`config.mk`:
```
export PLATFORM = sky130hd
export DESIGN_NAME = lifo_stack_with_search
export DESIGN_NICKNAME = d
export VERILOG_FILES = /design/src/hdl/lss_pkg.sv /design/src/hdl/lss_ram.sv /design/src/hdl/lss_ctrl.sv /design/src/hdl/lss_dp.sv /design/src/hdl/lifo_stack_with_search.sv
export SDC_FILE = /design/constraint.sdc
export NUM_CORES = 1
export LEC_CHECK = 0
export BUFFER_PORTS_ARGS = -buffer_cell sky130_fd_sc_hd__buf_4
export CAP_MARGIN = 25
export CELL_PAD_IN_SITES_DETAIL_PLACEMENT = 1
export CELL_PAD_IN_SITES_GLOBAL_PLACEMENT = 2
export CORE_MARGIN = 3
export CORE_UTILIZATION = 45
export CTS_CLUSTER_SIZE = 14
export DETAILED_ROUTE_END_ITERATION = 8
export MAX_ROUTING_LAYER = met4
export PLACE_DENSITY = 0.88
export SYNTH_ARGS = -nofsm -noshare
export SYNTH_HDL_FRONTEND = slang
export SYNTH_SLANG_ARGS = --single-unit
```
`constraint.sdc`:
```
create_clock -name clock -period 16.2 [get_ports clock]
set_clock_uncertainty 0.2 [all_clocks]
set_input_delay 3.24 -clock clock [delete_from_list [all_inputs] [get_ports clock]]
set_output_delay 3.24 -clock clock [all_outputs]
set_load 0.005 [all_outputs]
```
`src/hdl/lss_pkg.sv`:
```
// lss_pkg: shared sizes, operation and status codes, and the controller to
// datapath command and status structures of the lifo stack with search.
// Depends on nothing; other sources but lss_ram use it by scoped names.
package lss_pkg;

   // stack geometry
   localparam int DEPTH  = 16;
   localparam int WORD_W = 32;
   localparam int ADDR_W = (DEPTH > 1) ? $clog2(DEPTH) : 1;
   localparam int CNT_W  = $clog2(DEPTH + 1);

   // operation codes of a request transaction
   localparam logic [2:0] OP_PUSH   = 3'd0;
   localparam logic [2:0] OP_POP    = 3'd1;
   localparam logic [2:0] OP_PEEK   = 3'd2;
   localparam logic [2:0] OP_LIST   = 3'd3;
   localparam logic [2:0] OP_SEARCH = 3'd4;

   // response status codes
   localparam logic [1:0] STATUS_OK    = 2'd0;
   localparam logic [1:0] STATUS_EMPTY = 2'd1;
   localparam logic [1:0] STATUS_FULL  = 2'd2;

   // controller states
   typedef enum logic [2:0] {
      ST_IDLE,
      ST_POP,
      ST_PEEK,
      ST_LIST,
      ST_SEARCH
   } state_type;

   // what the datapath loads into the response registers
   typedef enum logic [2:0] {
      RSP_NONE,
      RSP_PUSH,
      RSP_EMPTY,
      RSP_FULL,
      RSP_READ,
      RSP_LIST,
      RSP_SEARCH
   } rsp_sel_type;

   // commands from controller to datapath
   typedef struct packed {
      logic        push_wr;
      logic        ptr_start;
      logic        ptr_step;
      logic        cnt_dec;
      logic        key_load;
      logic        hit_acc;
      rsp_sel_type rsp_sel;
   } cmd_type;

   // status from datapath to controller
   typedef struct packed {
      logic empty;
      logic full;
      logic ptr_zero;
   } stat_type;

endpackage

```
`src/hdl/lss_ram.sv`:
```
// lss_ram: generic single-write, single-read memory with registered read data.
// Depends on nothing.
module lss_ram #(
   parameter  int WIDTH  = 32,
   parameter  int DEPTH  = 16,
   localparam int ADDR_W = (DEPTH > 1) ? $clog2(DEPTH) : 1
) (
   input  logic              clock,
   input  logic              wr_en,
   input  logic [ADDR_W-1:0] wr_addr,
   input  logic [WIDTH-1:0]  wr_data,
   input  logic [ADDR_W-1:0] rd_addr,
   output logic [WIDTH-1:0]  rd_data
);

   logic [WIDTH-1:0] mem_ff [DEPTH];
   logic [WIDTH-1:0] rd_data_ff;

   // write port and registered read port
   always_ff @(posedge clock) begin
      if (wr_en) begin
         mem_ff[wr_addr] <= wr_data;
      end
      rd_data_ff <= mem_ff[rd_addr];
   end

   assign rd_data = rd_data_ff;

endmodule

```
`src/hdl/lss_ctrl.sv`:
```
// lss_ctrl: state machine that sequences push, pop, peek, list and search.
// Depends on lss_pkg; drives the command struct of lss_dp.
module lss_ctrl (
   input  logic              clock,
   input  logic              reset,
   input  logic              start,
   input  logic [2:0]        req_operation,
   input  lss_pkg::stat_type stat,
   output lss_pkg::cmd_type  cmd,
   output logic              busy
);

   lss_pkg::state_type state_ff, state_in;

   // state register
   always_ff @(posedge clock) begin
      if (reset) begin
         state_ff <= lss_pkg::ST_IDLE;
      end else begin
         state_ff <= state_in;
      end
   end

   // next state
   always_comb begin
      state_in = state_ff;
      unique case (state_ff)
         lss_pkg::ST_IDLE: begin
            if (start && !stat.empty) begin
               case (req_operation)
                  lss_pkg::OP_POP:    state_in = lss_pkg::ST_POP;
                  lss_pkg::OP_PEEK:   state_in = lss_pkg::ST_PEEK;
                  lss_pkg::OP_LIST:   state_in = lss_pkg::ST_LIST;
                  lss_pkg::OP_SEARCH: state_in = lss_pkg::ST_SEARCH;
                  default:            state_in = lss_pkg::ST_IDLE;
               endcase
            end
         end
         lss_pkg::ST_POP, lss_pkg::ST_PEEK: begin
            state_in = lss_pkg::ST_IDLE;
         end
         lss_pkg::ST_LIST, lss_pkg::ST_SEARCH: begin
            if (stat.ptr_zero) begin
               state_in = lss_pkg::ST_IDLE;
            end
         end
         default: state_in = lss_pkg::ST_IDLE;
      endcase
   end

   // outputs
   always_comb begin
      cmd  = '0;
      busy = 1'b1;
      unique case (state_ff)
         lss_pkg::ST_IDLE: begin
            busy = 1'b0;
            if (start) begin
               unique case (req_operation)
                  lss_pkg::OP_PUSH: begin
                     if (stat.full) begin
                        cmd.rsp_sel = lss_pkg::RSP_FULL;
                     end else begin
                        cmd.push_wr = 1'b1;
                        cmd.rsp_sel = lss_pkg::RSP_PUSH;
                     end
                  end
                  lss_pkg::OP_POP, lss_pkg::OP_PEEK, lss_pkg::OP_LIST: begin
                     if (stat.empty) begin
                        cmd.rsp_sel = lss_pkg::RSP_EMPTY;
                     end else begin
                        cmd.ptr_start = 1'b1;
                     end
                  end
                  lss_pkg::OP_SEARCH: begin
                     if (stat.empty) begin
                        cmd.rsp_sel = lss_pkg::RSP_EMPTY;
                     end else begin
                        cmd.ptr_start = 1'b1;
                        cmd.key_load  = 1'b1;
                     end
                  end
                  // undefined operations are dropped
                  default: cmd = '0;
               endcase
            end
         end
         lss_pkg::ST_POP: begin
            cmd.rsp_sel = lss_pkg::RSP_READ;
            cmd.cnt_dec = 1'b1;
         end
         lss_pkg::ST_PEEK: begin
            cmd.rsp_sel = lss_pkg::RSP_READ;
         end
         lss_pkg::ST_LIST: begin
            cmd.rsp_sel  = lss_pkg::RSP_LIST;
            cmd.ptr_step = !stat.ptr_zero;
         end
         lss_pkg::ST_SEARCH: begin
            cmd.hit_acc = 1'b1;
            if (stat.ptr_zero) begin
               cmd.rsp_sel = lss_pkg::RSP_SEARCH;
            end else begin
               cmd.ptr_step = 1'b1;
            end
         end
         default: busy = 1'b1;
      endcase
   end

endmodule

```
`src/hdl/lss_dp.sv`:
```
// lss_dp: stack datapath: word count, entry memory, walk pointer, search
// compare and response registers. Depends on lss_pkg and lss_ram.
module lss_dp (
   input  logic                                clock,
   input  logic                                reset,
   input  lss_pkg::cmd_type                    cmd,
   input  logic signed [lss_pkg::WORD_W-1:0]   req_value,
   output lss_pkg::stat_type                   stat,
   output logic                                rsp_strobe,
   output logic        [1:0]                   rsp_status,
   output logic signed [lss_pkg::WORD_W-1:0]   rsp_word,
   output logic                                rsp_found,
   output logic                                rsp_last
);

   logic [lss_pkg::CNT_W-1:0]  count_ff, count_in;
   logic [lss_pkg::ADDR_W-1:0] ptr_ff, ptr_in;
   logic [lss_pkg::WORD_W-1:0] key_ff, key_in;
   logic                       hit_ff, hit_in;
   logic [lss_pkg::WORD_W-1:0] rd_data;
   logic                       match;

   logic                       strobe_ff, strobe_in;
   logic [1:0]                 status_ff, status_in;
   logic [lss_pkg::WORD_W-1:0] word_ff, word_in;
   logic                       found_ff, found_in;
   logic                       last_ff, last_in;

   // entry memory: written at the count, read at the next walk pointer value
   lss_ram #(
      .WIDTH (lss_pkg::WORD_W),
      .DEPTH (lss_pkg::DEPTH)
   ) u_ram (
      .clock   (clock),
      .wr_en   (cmd.push_wr),
      .wr_addr (count_ff[lss_pkg::ADDR_W-1:0]),
      .wr_data (req_value),
      .rd_addr (ptr_in),
      .rd_data (rd_data)
   );

   // status toward the controller
   assign stat.empty    = (count_ff == '0);
   assign stat.full     = (count_ff == lss_pkg::CNT_W'(lss_pkg::DEPTH));
   assign stat.ptr_zero = (ptr_ff == '0);

   assign match = (rd_data == key_ff);

   // count, pointer, key and hit flag
   always_comb begin
      count_in = count_ff;
      if (cmd.push_wr) begin
         count_in = count_ff + 1'b1;
      end else if (cmd.cnt_dec) begin
         count_in = count_ff - 1'b1;
      end

      ptr_in = ptr_ff;
      if (cmd.ptr_start) begin
         ptr_in = lss_pkg::ADDR_W'(count_ff - 1'b1);
      end else if (cmd.ptr_step) begin
         ptr_in = ptr_ff - 1'b1;
      end

      key_in = cmd.key_load ? req_value : key_ff;

      hit_in = hit_ff;
      if (cmd.ptr_start) begin
         hit_in = 1'b0;
      end else if (cmd.hit_acc) begin
         hit_in = hit_ff | match;
      end
   end

   // response register load
   always_comb begin
      strobe_in = 1'b1;
      status_in = lss_pkg::STATUS_OK;
      word_in   = '0;
      found_in  = 1'b0;
      last_in   = 1'b1;
      unique case (cmd.rsp_sel)
         lss_pkg::RSP_NONE: begin
            strobe_in = 1'b0;
            status_in = status_ff;
            word_in   = word_ff;
            found_in  = found_ff;
            last_in   = last_ff;
         end
         lss_pkg::RSP_PUSH:   word_in   = req_value;
         lss_pkg::RSP_EMPTY:  status_in = lss_pkg::STATUS_EMPTY;
         lss_pkg::RSP_FULL:   status_in = lss_pkg::STATUS_FULL;
         lss_pkg::RSP_READ:   word_in   = rd_data;
         lss_pkg::RSP_LIST: begin
            word_in = rd_data;
            last_in = (ptr_ff == '0);
         end
         lss_pkg::RSP_SEARCH: found_in  = hit_ff | match;
         default:             strobe_in = 1'b0;
      endcase
   end

   // control registers
   always_ff @(posedge clock) begin
      if (reset) begin
         count_ff  <= '0;
         strobe_ff <= 1'b0;
      end else begin
         count_ff  <= count_in;
         strobe_ff <= strobe_in;
      end
   end

   // payload registers
   always_ff @(posedge clock) begin
      ptr_ff    <= ptr_in;
      key_ff    <= key_in;
      hit_ff    <= hit_in;
      status_ff <= status_in;
      word_ff   <= word_in;
      found_ff  <= found_in;
      last_ff   <= last_in;
   end

   assign rsp_strobe = strobe_ff;
   assign rsp_status = status_ff;
   assign rsp_word   = word_ff;
   assign rsp_found  = found_ff;
   assign rsp_last   = last_ff;

endmodule

```
`src/hdl/lifo_stack_with_search.sv`:
```
// A push, or a pop, peek, list or search on an empty stack, answers in the cycle
// after start and keeps busy low, so these run one per cycle. Pop and peek pass
// through one memory read before the response register. List and search walk
// the N stored words through the single registered read port, list giving one
// result per cycle. Reset (synchronous, active high) empties the stack and clears
// the strobe. Results cannot be stalled; each is shown for one cycle on rsp_strobe.
module lifo_stack_with_search (
   input  logic                              clock,
   input  logic                              reset,
   input  logic                              start,
   output logic                              busy,
   input  logic        [2:0]                 req_operation,
   input  logic signed [lss_pkg::WORD_W-1:0] req_value,
   output logic                              rsp_strobe,
   output logic        [1:0]                 rsp_status,
   output logic signed [lss_pkg::WORD_W-1:0] rsp_word,
   output logic                              rsp_found,
   output logic                              rsp_last
);

   lss_pkg::cmd_type  cmd;
   lss_pkg::stat_type stat;

   // sequencer
   lss_ctrl u_ctrl (
      .clock         (clock),
      .reset         (reset),
      .start         (start),
      .req_operation (req_operation),
      .stat          (stat),
      .cmd           (cmd),
      .busy          (busy)
   );

   // storage and response path
   lss_dp u_dp (
      .clock      (clock),
      .reset      (reset),
      .cmd        (cmd),
      .req_value  (req_value),
      .stat       (stat),
      .rsp_strobe (rsp_strobe),
      .rsp_status (rsp_status),
      .rsp_word   (rsp_word),
      .rsp_found  (rsp_found),
      .rsp_last   (rsp_last)
   );

endmodule

```
==> results of run 1 <==
-- cell type report --
cell class / instances / area, sq um / area share [%]
antenna: 2 / 5.005 / 0.01771
clock buffer: 80 / 1628 / 5.759
clock inverter: 35 / 359.1 / 1.270
inverter: 8 / 32.53 / 0.1151
multi-input combinational: 984 / 6111 / 21.62
sequential: 626 / 18340 / 64.88
tap: 739 / 924.6 / 3.271
timing repair buffer: 114 / 868.3 / 3.072
-- power groups by stage --
stage,Combinational (uW),Clock [uW],Sequential (uW)
2_1_floorplan,628,0,1890
3_3_place_gp,870,0,1910
3_5_place_dp,918,0,1920
4_1_cts,936,1430,1880
5_1_grt,1010,1500,1890
6_report,935,1410,1880
-- state kept, by name, summed over array words and instances, names as in the netlist --
name	flops
u_dp.key_ff	32
u_dp.rsp_strobe	1
u_dp.rsp_last	1
u_dp.hit_ff	1
u_dp.ptr_ff	4
u_dp.rsp_word	32
u_dp.rsp_found	1
u_dp.u_ram.rd_data	32
u_dp.u_ram.mem_ff	512
u_dp.count_ff	5
u_dp.rsp_status	2
u_ctrl.state_ff	3
-- kinds of logic (layout without fill, tap and decap cells) --
| logic type | after synthesis | in the layout | synth area share, % |
|---|---|---|---|
| DFF | 626 | 626 | 73.61 |
| AOI/OAI and AO/OA | 480 | 480 | 13.59 |
| and+or+nand+nor | 460 | 460 | 8.604 |
| buffers and inverters | 153 | 237 | 2.552 |
| xor gates and xnor gates | 37 | 37 | 1.301 |
| adders and majority gates | 6 | 6 | 0.3014 |
| muxes | 1 | 1 | 0.04018 |
| other | 0 | 2 | 0 |
-- Yosys cell counts, drive strengths merged (2+ instances only) --
| cell type | instances | area (sq um) |
|---|---|---|
| or3 | 2 | 12.51 |
| nand4 | 8 | 50.05 |
| nor2 | 35 | 136.4 |
| and3 | 2 | 12.51 |
| a32o | 66 | 660.6 |
| inv | 8 | 30.03 |
| nand3 | 132 | 660.6 |
| nor3b | 3 | 27.52 |
| xor2 | 2 | 17.52 |
| edfxtp | 580 | 17420 |
| nor4b | 3 | 41.29 |
| nand2b | 3 | 18.77 |
| a21oi | 73 | 365.4 |
| xnor2 | 35 | 306.5 |
| nor3 | 12 | 60.06 |
| a211oi | 129 | 973.4 |
| dfxtp | 46 | 920.9 |
| buf | 49 | 244.0 |
| or4b | 2 | 20.02 |
| clkbuf | 96 | 361.6 |
| o21ai | 133 | 665.6 |
| ha | 6 | 75.07 |
| o221ai | 33 | 306.5 |
| o211ai | 4 | 30.03 |
| o211a | 3 | 30.03 |
| nor2b | 5 | 31.28 |
| nor4 | 34 | 212.7 |
| nand2 | 211 | 792.0 |
| or3b | 3 | 26.28 |
| a22o | 32 | 280.3 |
| nand3b | 2 | 15.01 |
-- path summary, 6_finish.rpt --
| kind | startpoint | end | slack [ps] |
|---|---|---|---|
| hold / removal | u_dp.u_ram.rd_data[24] | u_dp.rsp_word[24] | 390 |
| hold reg to reg | u_dp.u_ram.rd_data[24] | u_dp.rsp_word[24] | 390 |
| setup / recovery | req_operation[1] | u_dp.u_ram.rd_data[7] | 8810 |
| setup reg to reg | u_dp.count_ff[0] | u_dp.u_ram.rd_data[7] | 10440 |
-- cells in the final DEF, fill, tap and decap left out, types with 3 or more instances in the layout --
cell / Yosys / final
edfxtp_1: 580 / 580
buf_4: 2 / 113
a32o_1: 66 / 66
or3b_2: 3 / 3
a21oi_1: 73 / 73
bufinv_16: 0 / 6
nor4_1: 34 / 34
xnor2_1: 35 / 35
clkinv_4: 0 / 3
clkbuf_8: 0 / 3
clkbuf_16: 0 / 61
a22o_1: 32 / 32
dfxtp_1: 46 / 46
a211oi_1: 128 / 128
clkinvlp_4: 0 / 3
clkbuf_1: 95 / 16
nor3_2: 0 / 4
nor2b_1: 5 / 5
clkinv_1: 0 / 9
o21ai_0: 128 / 128
o211ai_1: 4 / 4
inv_6: 0 / 3
ha_1: 6 / 6
o21ai_1: 5 / 5
nand4_1: 8 / 8
inv_1: 6 / 6
nor2_1: 33 / 18
nand3_1: 132 / 131
nand2_1: 211 / 208
nor3_1: 12 / 8
clkinv_2: 0 / 10
nor2_4: 0 / 16
o221ai_1: 32 / 32
nand2b_1: 3 / 3
-- metrics by stage --
stage | worst slack, ps | hold slack, ps | utilization [%] | power, uW | std cells
2_1_floorplan | 8729 | 257.7 | - | 2521 | 1763
3_3_place_gp | 8449 | 330.3 | 48.31 | 2784 | 2470
3_5_place_dp | 8224 | 373.1 | 48.35 | 2834 | 2471
4_1_cts | 8804 | 388.7 | 52.00 | 4252 | 2586
5_1_grt | 8528 | 416.0 | 52.01 | 4398 | 2588
6_report | 8809 | 388.2 | 52.01 | 4232 | 2588
-- routing by layer --
layer | vias up | GRT usage (%)
met2 | 644 | 41.69
met3 | 127 | 4.144
met4 | 0 | 8.800
met5 | - | -
li1 | 6990 | -
met1 | 8353 | 33.23
-- worst max-delay path: stages --
cell      delay [ps]
buf_4            120
o21a_1           200
or4b_1           800
nand3_4          600
nand2_4          520
inv_4            570
buf_4            810
nand2_1          180
a32o_1           320
o221ai_1         190
==> results.cfg, run 1 <==
[route]
top_layer_used = met4
wl_per_cell_microns = 27.96
dr.first_iter.drc_count = 1690
routed-wl-met2_microns = 35390
wl_met1_microns = 30040
firstDrtPassIters = 5
drt-total-wl_microns = 72370
via_count = 16114
drc = 0
detail-route-antenna-nets = 0
vias_per_cell = 6.226
wl_met3_microns = 4799

[clock_tree]
htree_levels = 2
post_cts_buffers = 0
cts.hold.buffers_added = 0
tritoncts = done
numCtsBuffers = 61
insertion_delay_ps = 630
ctsResizeCount = 0
clock_sinks = 626
clock_path_buffers = 3
clk_pin_slew_ps = 60
root_buffer = clkbuf_16

[yosys]
synth_cell_types = 54
synth_edf_count = 580
synth_ff_type = edfxtp_1
synth_nets = 1807
synth-seq-cells = 626
syn_inst = 1763
netlist_area_sq_um = 24910
yosysWarnings = 0
async_flop_share_pct = 0
post_synth.cell_area_avg_sq_um = 14.13
ys_seq_area_share_pct = 73.61

[power_and_ir_drop]
ir_drop_mv = 0.09335
p_per_area_nw_per_um2 = 149.7
p_clk_share_pct = 33.4
power.leakage_uw = 0.008992
p_comb_share_pct = 22.1
swShare_pct = 30.72
seqPwrFrac_pct = 44.5
p_int_uw = 2932
switching_power_uw = 1300

[final_layout]
area_growth_pct = 13.47
fin_nets = 1839
nFillCells = 5220
layout-drive-gt1-share_pct = 13.26
final_cell_area_sq_um = 28270

[critical_path]
crit_path_end_kind = flip-flop
r2r_cells = 11
cp_max_fo = 84
start_kind = input port
required_ps = 16520
crit_arrival_ps = 7710
critical_path_class = input port to flip-flop

[timing]
fmax_mhz = 135.3
relSlewSlack_pct = 33.15
post-route-period-util_pct = 45.62
finalSetupTns_ps = 0
final-hold-violation-count = 0
worst_pin_slew_ps = 1003
slew_viol_final = 0
min_period_ps = 7391
finalSetupViolations = 0
rsz0062_at_grt = false

[global_route]
grt_pass1_wl_microns = 107800
antenna_found_initial = 2
grt_max_degree = 85
grt_pass1_vias = 16754
grt_remaining_overflow = 0
grt_use_total_pct = 25.70

[place]
hpwl_microns = 39190
dpl-instance-area_sq_um = 26270
routabilityCongestion = 0.7701
io_buffers = 75

[floorplanning]
start_util_pct = 45.84
die_h_microns = 241.3
die_w_microns = 241.3
ios = 76
coreArea_sq_um = 54350
std_cell_rows = 85
dieArea_sq_um = 58220

[hold_path]
holdPathStages = 1
worstHoldPathType = flip-flop to flip-flop

[status]
outcome = completed

[job]
drv_cap = 0
No activity file was read; power rests on OpenSTA's default activity.
==> run 2: changes to the inputs <==
==> constraint.sdc (replaced) <==
create_clock -name clock -period 6.95 [get_ports clock]
set_clock_uncertainty 0.2 [all_clocks]
set_input_delay 1.39 -clock clock [delete_from_list [all_inputs] [get_ports clock]]
set_output_delay 1.39 -clock clock [all_outputs]
set_load 0.005 [all_outputs]
==> results.cfg, run 2 (same netlist as run 1, synthesis figures left out) <==
[place]
routabilityCongestion = 0.7962
dpl-instance-area_sq_um = 26330
placedCellCount = 2472
io_buffers = 75
dp_slack_ps = 1849
hpwl_microns = 39440

[critical_path]
crit_arrival_ps = 5070
critical_path_class = flip-flop to flip-flop
cp_max_fo = 76
max_stage_delay_ps = 810
rr_startpoint = u_dp.count_ff[0]
required_ps = 7250
cp.buffers_inverters = 3
r2r_cells = 11
crit_end = u_dp.u_ram.rd_data[10]
crit_path_end_kind = flip-flop
startpoint = u_dp.count_ff[0]
start_kind = flip-flop
crit_family = buffers and inverters
critPathMostFrequentCell = buf_4
r2r-end = u_dp.u_ram.rd_data[10]
cp_cell_sequence = inv_1, ha_1, nor4b_1, or4b_1, nand3_4, buf_4, buf_4, nand3_1, a211oi_1, nor4_1, o221ai_1
cp_slowest_cell = buf_4
r2r_slack_ps = 2190
path_depth = 11

[power_and_ir_drop]
p_per_area_nw_per_um2 = 355.1
seqPwrFrac_pct = 43.3
ir_drop_mv = 0.2711
p_int_uw = 7023
p_clk_share_pct = 34.5
power.leakage_uw = 0.009100
switching_power_uw = 3094
p_comb_share_pct = 22.2
swShare_pct = 30.59

[route]
drc = 0
wl_per_cell_microns = 28.14
drt-total-wl_microns = 73010
firstDrtPassIters = 7
dr.first_iter.drc_count = 1990
via_count = 16341
vias_per_cell = 6.300
detail-route-antenna-nets = 0

[job]
drv_cap = 0

[clock_tree]
numCtsBuffers = 66
cts.hold.buffers_added = 0
post_cts_buffers = 0
root_buffer = clkbuf_16
clk_pin_slew_ps = 60
clock_path_buffers = 3
htree_levels = 3
ctsResizeCount = 0
tritoncts = done
clock_sinks = 626
insertion_delay_ps = 610

[timing]
fmax_mhz = 209.9
finalSetupViolations = 0
slew_viol_final = 0
post-route-period-util_pct = 68.55
finalSetupTns_ps = 0
min_period_ps = 4764
relSlewSlack_pct = 32.65
worst_pin_slew_ps = 1008
fin_ws_ps = 2186
rsz0062_at_grt = false
final-hold-violation-count = 0

[floorplanning]
die_h_microns = 241.3
start_util_pct = 45.84
dieArea_sq_um = 58220
die_w_microns = 241.3
coreArea_sq_um = 54350
std_cell_rows = 85
ios = 76

[final_layout]
layout_commonest_cell = edfxtp_1
largest_reg_flops = 512
area_growth_pct = 14.37
final_cell_area_sq_um = 28490
stdcell_count = 2594
mostFrequentLayoutCells = edfxtp_1 (580), nand2_1 (208), nand3_1 (131), o21ai_0 (128), a211oi_1 (128)
diodes = 0
final_util_pct = 52.42
regArea_sq_um = 18340
nFillCells = 5207
layout-drive-gt1-share_pct = 13.32
fin_nets = 1847
top_register = u_dp.u_ram.mem_ff
multi_input_area_sq_um = 6111

[status]
outcome = completed

[global_route]
grt_pass1_vias = 16858
grt_remaining_overflow = 0
grt_max_degree = 81
antenna_found_initial = 0
grt_use_total_pct = 25.75
grt_pass1_wl_microns = 107400

[hold_path]
worstHoldPathType = flip-flop to flip-flop
holdPathStages = 2
run 2: layout make-up:
class	instances	share of cell area (%)
Tap cell	739	3.246
Timing Repair Buffer	117	3.417
Clock buffer	97	6.641
Multi-Input combinational cell	984	21.45
Clock inverter	23	0.7642
Sequential cell	626	64.37
Inverter	8	0.1142
run 2: worst min path at each step:
| stage | slack, ps | start | to |
|---|---|---|---|
| 2_1_floorplan | 260 | u_dp.hit_ff | u_dp.hit_ff |
| 3_3_place_gp | 330 | u_dp.hit_ff | u_dp.hit_ff |
| 3_5_place_dp | 320 | u_dp.hit_ff | u_dp.hit_ff |
| 4_1_cts | 350 | u_dp.hit_ff | u_dp.hit_ff |
| 5_1_grt | 400 | u_dp.hit_ff | u_dp.hit_ff |
| 6_report | 370 | u_dp.hit_ff | u_dp.hit_ff |
run 2: per-layer routing:
layer  GRT usage, %  share of wire, %  vias up
met5              -                 0        -
met4          10.52               3.6        0
met3          4.121               6.8      166
met2          41.48                49      707
met1          32.83                41     8473
li1               -                 -     6995
run 2: through the flow:
stage | hold WS, ps | power (uW)
final | 365.4 | 10120
after global routing | 401.5 | 10490
after CTS | 351.6 | 10110
after detailed placement | 320.4 | 6632
after global placement | 333.7 | 6539
after floorplan | 257.7 | 5875
run 2: power by group through the flow:
| stage | clock [uW] | sequential, uW | combinational, uW |
|---|---|---|---|
| 6_report | 3490 | 4380 | 2250 |
| 4_1_cts | 3520 | 4380 | 2220 |
| 3_3_place_gp | 0 | 4450 | 2090 |
| 5_1_grt | 3690 | 4390 | 2410 |
| 2_1_floorplan | 0 | 4410 | 1460 |
| 3_5_place_dp | 0 | 4450 | 2180 |
run 2: worst reg2reg max path, cell delays in order (launching register included):
cell	delay [ps]
dfxtp_1	530
inv_1	260
ha_1	310
nor4b_1	180
or4b_1	780
nand3_4	180
buf_4	510
buf_4	810
nand3_1	330
a211oi_1	350
nor4_1	120
o221ai_1	110
